**config.mk**
```make
export PLATFORM = sky130hd
export DESIGN_NAME = lift_safety_interlock_supervisor_unit
export DESIGN_NICKNAME = d
export VERILOG_FILES = /design/src/design/lsis_pkg.sv /design/src/design/lift_safety_interlock_supervisor_unit.sv
export VERILOG_INCLUDE_DIRS = /design/src /design/src/design
export SDC_FILE = /design/constraint.sdc
export NUM_CORES = 1
export LEC_CHECK = 0
export BUFFER_PORTS_ARGS = -buffer_cell sky130_fd_sc_hd__buf_2
export CAP_MARGIN = 20
export CORE_MARGIN = 1
export CORE_UTILIZATION = 55
export DETAILED_ROUTE_END_ITERATION = 10
export GPL_TIMING_DRIVEN = 1
export PLACE_DENSITY = 0.95
export SKIP_CTS_REPAIR_TIMING = 1
export SLEW_MARGIN = 25
export SYNTH_ARGS = -nofsm -noshare
export SYNTH_HDL_FRONTEND = slang
export SYNTH_SLANG_ARGS = --single-unit
```
**constraint.sdc**
```tcl
create_clock -name clk -period 2.7 [get_ports clk]
set_input_delay 0.54 -clock clk [delete_from_list [all_inputs] [get_ports clk]]
set_output_delay 0.54 -clock clk [all_outputs]
set_load 0.02 [all_outputs]
```
**src/design/assert_macros.svh**
```systemverilog
// Assertion helpers used by the supervisor RTL.
`ifndef ASSERT_MACROS_SVH
`define ASSERT_MACROS_SVH

// Clocked check, disabled while reset is asserted.
`define LSIS_ASSERT(label, prop, msg) \
  label: assert property (@(posedge clk) disable iff (!rst_n) prop) else $error(msg);

// Clocked check that a condition never holds, disabled while reset is asserted.
`define LSIS_ASSERT_NEVER(label, cond, msg) \
  label: assert property (@(posedge clk) disable iff (!rst_n) !(cond)) else $error(msg);

`endif

```
**src/design/lsis_pkg.sv**
```systemverilog
`default_nettype none
// ----------------------------------------------------------------------------
// Lift safety interlock supervisor package
// Command and mode codes, item layouts and reset values.
// ----------------------------------------------------------------------------
package lsis_pkg;

  localparam int CMD_W  = 2;
  localparam int MODE_W = 2;
  localparam int IN_DATA_W  = 8;
  localparam int OUT_DATA_W = 16;

  localparam logic [CMD_W-1:0] CMD_POLL  = 2'd0;
  localparam logic [CMD_W-1:0] CMD_CLEAR = 2'd1;
  localparam logic [CMD_W-1:0] CMD_LOCK  = 2'd2;

  localparam logic [MODE_W-1:0] MODE_NORMAL = 2'd0;
  localparam logic [MODE_W-1:0] MODE_ESTOP  = 2'd1;
  localparam logic [MODE_W-1:0] MODE_PHOTO  = 2'd2;

  localparam logic LOWER_MASKS_PHOTO_RST = 1'b1;

  typedef struct packed {
    logic motion_active;
    logic buttons_idle;
    logic lower_limit_in;
    logic photo_in;
    logic estop_in;
    logic lock_value;
  } in_item_t;

  typedef struct packed {
    logic              alarm_cleared;
    logic              photo_tripped;
    logic              estop_released;
    logic              estop_tripped;
    logic              force_idle;
    logic              run_product;
    logic              emergency_off;
    logic              all_off;
    logic [MODE_W-1:0] mode;
  } out_item_t;

endpackage
`default_nettype wire

```
**src/design/lift_safety_interlock_supervisor_unit.sv**
```systemverilog
`default_nettype none
// ----------------------------------------------------------------------------
// Lift safety interlock supervisor
// Priority safety supervisor: mode, remote lock, remote-clear and re-arm flags.
// ----------------------------------------------------------------------------
// An item can be taken in every clock cycle and gives exactly one result item.
// Each item is held in the input register until the result register is free
// or its result is being taken; it then runs through the priority logic into
// the result register, where the supervisor state is updated as well, and is
// offered there. The result register is refilled in the cycle it is taken, so
// throughput is one item per cycle while out_tready stays high; while a result
// waits, the input register holds one more item and in_tready then drops
// until the result is taken. The configuration register is always ready and
// should only be written while the block is empty.
module lift_safety_interlock_supervisor_unit (
  input  wire logic                            clk,
  input  wire logic                            rst_n,
  input  wire logic                            cfg_valid,
  output      logic                            cfg_ready,
  input  wire logic                            cfg_data,    // lower_limit_masks_photo
  input  wire logic                            in_tvalid,
  output      logic                            in_tready,
  // lock_value, estop_in, photo_in, lower_limit_in, buttons_idle, motion_active
  input  wire logic [lsis_pkg::IN_DATA_W-1:0]  in_tdata,
  input  wire logic [lsis_pkg::CMD_W-1:0]      in_tuser,    // cmd
  output      logic                            out_tvalid,
  input  wire logic                            out_tready,
  // mode[1:0], all_off, emergency_off, run_product, force_idle,
  // estop_tripped, estop_released, photo_tripped, alarm_cleared
  output      logic [lsis_pkg::OUT_DATA_W-1:0] out_tdata
);

  localparam int InItemW  = $bits(lsis_pkg::in_item_t);
  localparam int OutItemW = $bits(lsis_pkg::out_item_t);

  logic                        lower_masks_r;
  logic                        s1_valid_r;
  logic [lsis_pkg::CMD_W-1:0]  s1_cmd_r;
  lsis_pkg::in_item_t          s1_item_r;
  logic                        out_valid_r;
  lsis_pkg::out_item_t         out_item_r;

  logic [lsis_pkg::MODE_W-1:0] mode_r, mode_nxt;
  logic                        lock_r, lock_nxt;
  logic                        nrc_r, nrc_nxt;
  logic                        rearm_r, rearm_nxt;
  lsis_pkg::out_item_t         res_nxt;

  logic advance;
  logic skip;
  logic just_rel;

  assign cfg_ready  = 1'b1;
  assign advance    = s1_valid_r && (!out_valid_r || out_tready);
  assign in_tready  = !s1_valid_r || advance;
  assign out_tvalid = out_valid_r;
  assign out_tdata  = {{(lsis_pkg::OUT_DATA_W - OutItemW){1'b0}}, out_item_r};

  always_comb begin
    mode_nxt  = mode_r;
    lock_nxt  = lock_r;
    nrc_nxt   = nrc_r;
    rearm_nxt = rearm_r;
    res_nxt   = '0;
    skip      = lower_masks_r && s1_item_r.lower_limit_in;
    just_rel  = 1'b0;
    case (s1_cmd_r)
      lsis_pkg::CMD_POLL: begin
        if (s1_item_r.estop_in) begin
          if (mode_r != lsis_pkg::MODE_ESTOP) begin
            mode_nxt              = lsis_pkg::MODE_ESTOP;
            res_nxt.all_off       = 1'b1;
            res_nxt.estop_tripped = 1'b1;
            res_nxt.force_idle    = 1'b1;
          end
          rearm_nxt = 1'b1;
        end else begin
          if (mode_r == lsis_pkg::MODE_ESTOP) begin
            mode_nxt               = lsis_pkg::MODE_NORMAL;
            res_nxt.estop_released = 1'b1;
            res_nxt.force_idle     = 1'b1;
            just_rel               = 1'b1;
          end
          if (skip && mode_nxt == lsis_pkg::MODE_PHOTO && !nrc_r) begin
            mode_nxt              = lsis_pkg::MODE_NORMAL;
            res_nxt.alarm_cleared = 1'b1;
            res_nxt.force_idle    = 1'b1;
          end
          if (s1_item_r.photo_in && !skip) begin
            if (mode_nxt != lsis_pkg::MODE_PHOTO) begin
              nrc_nxt               = s1_item_r.motion_active && !just_rel;
              mode_nxt              = lsis_pkg::MODE_PHOTO;
              rearm_nxt             = 1'b1;
              res_nxt.all_off       = 1'b1;
              res_nxt.photo_tripped = 1'b1;
              res_nxt.force_idle    = 1'b1;
            end
          end else if (mode_nxt == lsis_pkg::MODE_PHOTO) begin
            if (!s1_item_r.photo_in && !nrc_r && s1_item_r.buttons_idle) begin
              mode_nxt              = lsis_pkg::MODE_NORMAL;
              res_nxt.alarm_cleared = 1'b1;
              res_nxt.force_idle    = 1'b1;
            end
          end else if (lock_r) begin
            res_nxt.emergency_off = 1'b1;
          end else begin
            if (rearm_r && s1_item_r.buttons_idle) begin
              rearm_nxt = 1'b0;
            end
            if (rearm_nxt) begin
              res_nxt.emergency_off = 1'b1;
            end else begin
              res_nxt.run_product = 1'b1;
            end
          end
        end
      end
      lsis_pkg::CMD_CLEAR: begin
        if (mode_r == lsis_pkg::MODE_PHOTO) begin
          mode_nxt              = lsis_pkg::MODE_NORMAL;
          nrc_nxt               = 1'b0;
          rearm_nxt             = 1'b1;
          res_nxt.alarm_cleared = 1'b1;
          res_nxt.force_idle    = 1'b1;
        end
      end
      lsis_pkg::CMD_LOCK: begin
        lock_nxt = s1_item_r.lock_value;
        if (s1_item_r.lock_value) begin
          if (mode_r == lsis_pkg::MODE_NORMAL) begin
            res_nxt.force_idle = 1'b1;
          end
          rearm_nxt       = 1'b1;
          res_nxt.all_off = 1'b1;
        end
      end
      default: begin
      end
    endcase
    res_nxt.mode = mode_nxt;
  end

  always_ff @(posedge clk) begin
    if (!rst_n) begin
      lower_masks_r <= lsis_pkg::LOWER_MASKS_PHOTO_RST;
      s1_valid_r    <= 1'b0;
      out_valid_r   <= 1'b0;
      mode_r        <= lsis_pkg::MODE_NORMAL;
      lock_r        <= 1'b0;
      nrc_r         <= 1'b0;
      rearm_r       <= 1'b1;
    end else begin
      if (cfg_valid && cfg_ready) begin
        lower_masks_r <= cfg_data;
      end
      if (in_tready) begin
        s1_valid_r <= in_tvalid;
      end
      if (advance) begin
        out_valid_r <= 1'b1;
        mode_r      <= mode_nxt;
        lock_r      <= lock_nxt;
        nrc_r       <= nrc_nxt;
        rearm_r     <= rearm_nxt;
      end else if (out_tready) begin
        out_valid_r <= 1'b0;
      end
    end
  end

  always_ff @(posedge clk) begin
    if (in_tvalid && in_tready) begin
      s1_cmd_r  <= in_tuser;
      s1_item_r <= in_tdata[InItemW-1:0];
    end
    if (advance) begin
      out_item_r <= res_nxt;
    end
  end

`include "assert_macros.svh"

  `LSIS_ASSERT(a_run_only_normal,
    out_valid_r && out_item_r.run_product |->
      out_item_r.mode == lsis_pkg::MODE_NORMAL && !out_item_r.emergency_off
      && !out_item_r.all_off,
    "run_product given outside normal mode or with outputs cut")
  `LSIS_ASSERT(a_trip_mode,
    out_valid_r && out_item_r.estop_tripped |-> out_item_r.mode == lsis_pkg::MODE_ESTOP,
    "estop_tripped without e-stop mode")
  `LSIS_ASSERT(a_estop_enters,
    advance && s1_cmd_r == lsis_pkg::CMD_POLL && s1_item_r.estop_in |=>
      mode_r == lsis_pkg::MODE_ESTOP && rearm_r,
    "e-stop poll did not leave e-stop mode with re-arm set")
  `LSIS_ASSERT_NEVER(a_trip_and_release,
    out_valid_r && out_item_r.estop_tripped && out_item_r.estop_released,
    "e-stop tripped and released in one item")

endmodule
`default_nettype wire
```
==> impl_metrics.ini <==
[run_status]
status = finished clean

[cells_and_area]
nets = 171
final_cells = 176
seq_area_sq_um = 701
num-fill-cells = 189
antennaDiodeCount = 0
area_growth_pct = 10.4
layout_commonest_cell = buf_2
multiInputGateArea_sq_um = 553
drive_gt1_share_pct = 23.0
layout_common_cells = 25 x buf_2, 18 x edfxtp_1, 10 x nand2_1

[worst_setup_path]
crit_chain = inv_1 -> ha_1 -> and2b_4 -> nand2_1 -> o21ai_0 -> o31a_1
required_ns = 2.78
worstSetupStartpointType = register
endpoint_kind = register
crit_family = flip-flops
critical-path-max-stage-delay_ns = 0.43
crit_slowest_cell = edfxtp_1
crit_fanout = 9
worst-setup-path-type = register to register
cp.buffers_inverters = 1
crit_arrival_ns = 1.88

[clock_network]
clkTransAtPathRegs_ns = 0.12
root_buffer = clkbuf_4
cts_tree = yes
cts_max_path_buffers = 2
cts_buffers = 3
htree_levels = 1
clk_latency_ns = 0.31
clock_sinks = 26

[yosys]
synthXorXnorAreaFrac_pct = 0
yosysTopAreaCell = edfxtp_1
yosys.area_share.simple_pct = 20.8
synth_cell_type_count = 35
ys_seq_area_share_pct = 52.9
synthAdderAreaFrac_pct = 4.72
synth_mux_area_share_pct = 2.27
synth_top_family_by_area = simple AND/OR/NAND/NOR gates
postSynthAreaPerCell_sq_um = 10.7
syn_inst = 124
synth_compound_area_share_pct = 12.0
ys_warn_count = 0
synth_top_area_share_pct = 40.8
ys_ff_latch = 26
netlist_top_cells_area = edfxtp_1 41%, dfxtp_1 12%, ha_1 4.7%
syn-cell-area_sq_mm = 0.00133

[floorplanning]
row_count = 17
die_w_microns = 51.1
die-area_sq_mm = 0.00261
core_sq_mm = 0.00223
start_util_pct = 59.3
pin_count = 35
dieHeight_microns = 51.1

[detailed_routing]
vias_per_cell = 5.65
post_drt_wl_per_cell_microns = 13.4
vias = 995
dr.pass1.iters = 4
drc = 0
ant_nets = 0
dr.first_iter.drc_count = 30
wl_mm = 2.37

[grt]
grt_pass1_vias = 907
grt_max_degree = 14
grt_usage_pct = 19.5
antenna_found_initial = 0
grt_pass1_wl_mm = 3.71
grt_overflow_total = 0

[sta]
slew_violations = 0
hold_viol_final = 0
max_freq_ghz = 0.557
fin_worst_skew_ns = 0.00667
fin_setup_tns_ns = 0
min_period_over_period_pct = 66.4
rsz0062_at_grt = no
setup_violations = 0
layout_min_cycle_time_ns = 1.79

[power_and_ir_drop]
power.density_mw_per_mm2 = 482
p_switching_w = 0.000172
ir_drop_mv = 0.332
internal_power_w = 0.000533
p_seq_share_pct = 65.0
p_clk_share_pct = 21.6
p_leak_nw = 0.595
switching_share_pct = 24.4
pwr-share-comb_pct = 13.4

[hold_path]
hp-class = primary input to register

[place]
place.gp.congestion = 0.884
portBuffers = 25
dp_hpwl_mm = 1.79
dp_cells = 173

[job]
maxCapViolations = 0
## power by group through the flow
stage	Combinational, W	Clock (W)	Sequential, W
6_report	0.0000942	0.000152	0.000458
3_5_place_dp	0.0000923	0	0.000467
3_3_place_gp	0.0000882	0	0.000465
4_1_cts	0.0000931	0.000158	0.000458
2_1_floorplan	0.0000632	0	0.000475
5_1_grt	0.000103	0.000171	0.000460
## logic make-up (layout without fill, tap and decap cells)
kind of cell	Yosys count	in the layout
simple gates	48	48
flops	26	26
compound gates	24	24
buf+inv	16	35
fa+ha+maj	5	5
mux	3	3
other cells	2	7
## synth_stat cells
cell type,instances
ha_1,5
conb_1,2
nor4_1,1
nor4b_2,1
a21bo_2,1
nand2b_1,6
nand2b_2,1
o21ai_0,6
o31a_1,1
a2bb2oi_1,1
nor3b_1,1
a21oi_1,6
mux2i_1,3
edfxtp_1,18
nor3_1,1
nand3_1,6
buf_4,8
nand4b_1,1
a21boi_0,2
a211o_1,1
dfxtp_1,8
clkbuf_1,1
o221a_2,1
o211ai_1,1
nor2b_4,1
and2_1,2
o22ai_1,1
a211oi_1,1
nand4_1,3
nand2_1,10
o21a_1,2
and2b_4,1
nor2_1,7
nor2b_1,6
inv_1,7
## worst paths after layout
kind / slack, ns / endpoint / start / cells past startpoint
worst max-delay path: 0.91 / out_tdata[5] / s1_cmd_r[0] / 6
worst min-delay path: 0.39 / s1_cmd_r[1] / in_tuser[1] / 1
worst max register to register: 0.91 / out_tdata[5] / s1_cmd_r[0] / 6
worst min register to register: 0.54 / nrc_r / nrc_r / 2
## flip-flops by register name, summed over array words and instances (netlist names)
register / flops
nrc_r: 1
s1_valid_r: 1
out_tdata: 10
lower_masks_r: 1
s1_cmd_r: 2
rearm_r: 1
mode_r: 2
lock_r: 1
out_tvalid: 1
s1_item_r: 6
## cell type report
| cell class | count | area share (%) |
|---|---|---|
| inverter | 7 | 1.80 |
| tap | 28 | 2.40 |
| clock buffer | 3 | 1.54 |
| sequential | 26 | 47.9 |
| multi-input combinational | 87 | 37.8 |
| timing repair buffer | 25 | 8.55 |
## layer usage
metal | track usage [%] | routed length, microns
met4 | 12.0 | 65
met1 | 19.8 | 890
met3 | 2.98 | 204
met5 | 0 | 0
met2 | 36.8 | 1210
## through the flow
stage	utilization, %	power [W]	cell area, sq um	hold WS (ns)	setup slack [ns]
after floorplan	-	0.000538	1340	0.471	1.07
after global placement	64.5	0.000554	1440	0.503	0.981
after detailed placement	64.5	0.000559	1440	0.515	0.936
after CTS	65.5	0.000709	1460	0.383	0.908
after global routing	65.5	0.000734	1460	0.368	0.803
final	65.5	0.000704	1460	0.392	0.906
Power figures use the tool's default switching activity.
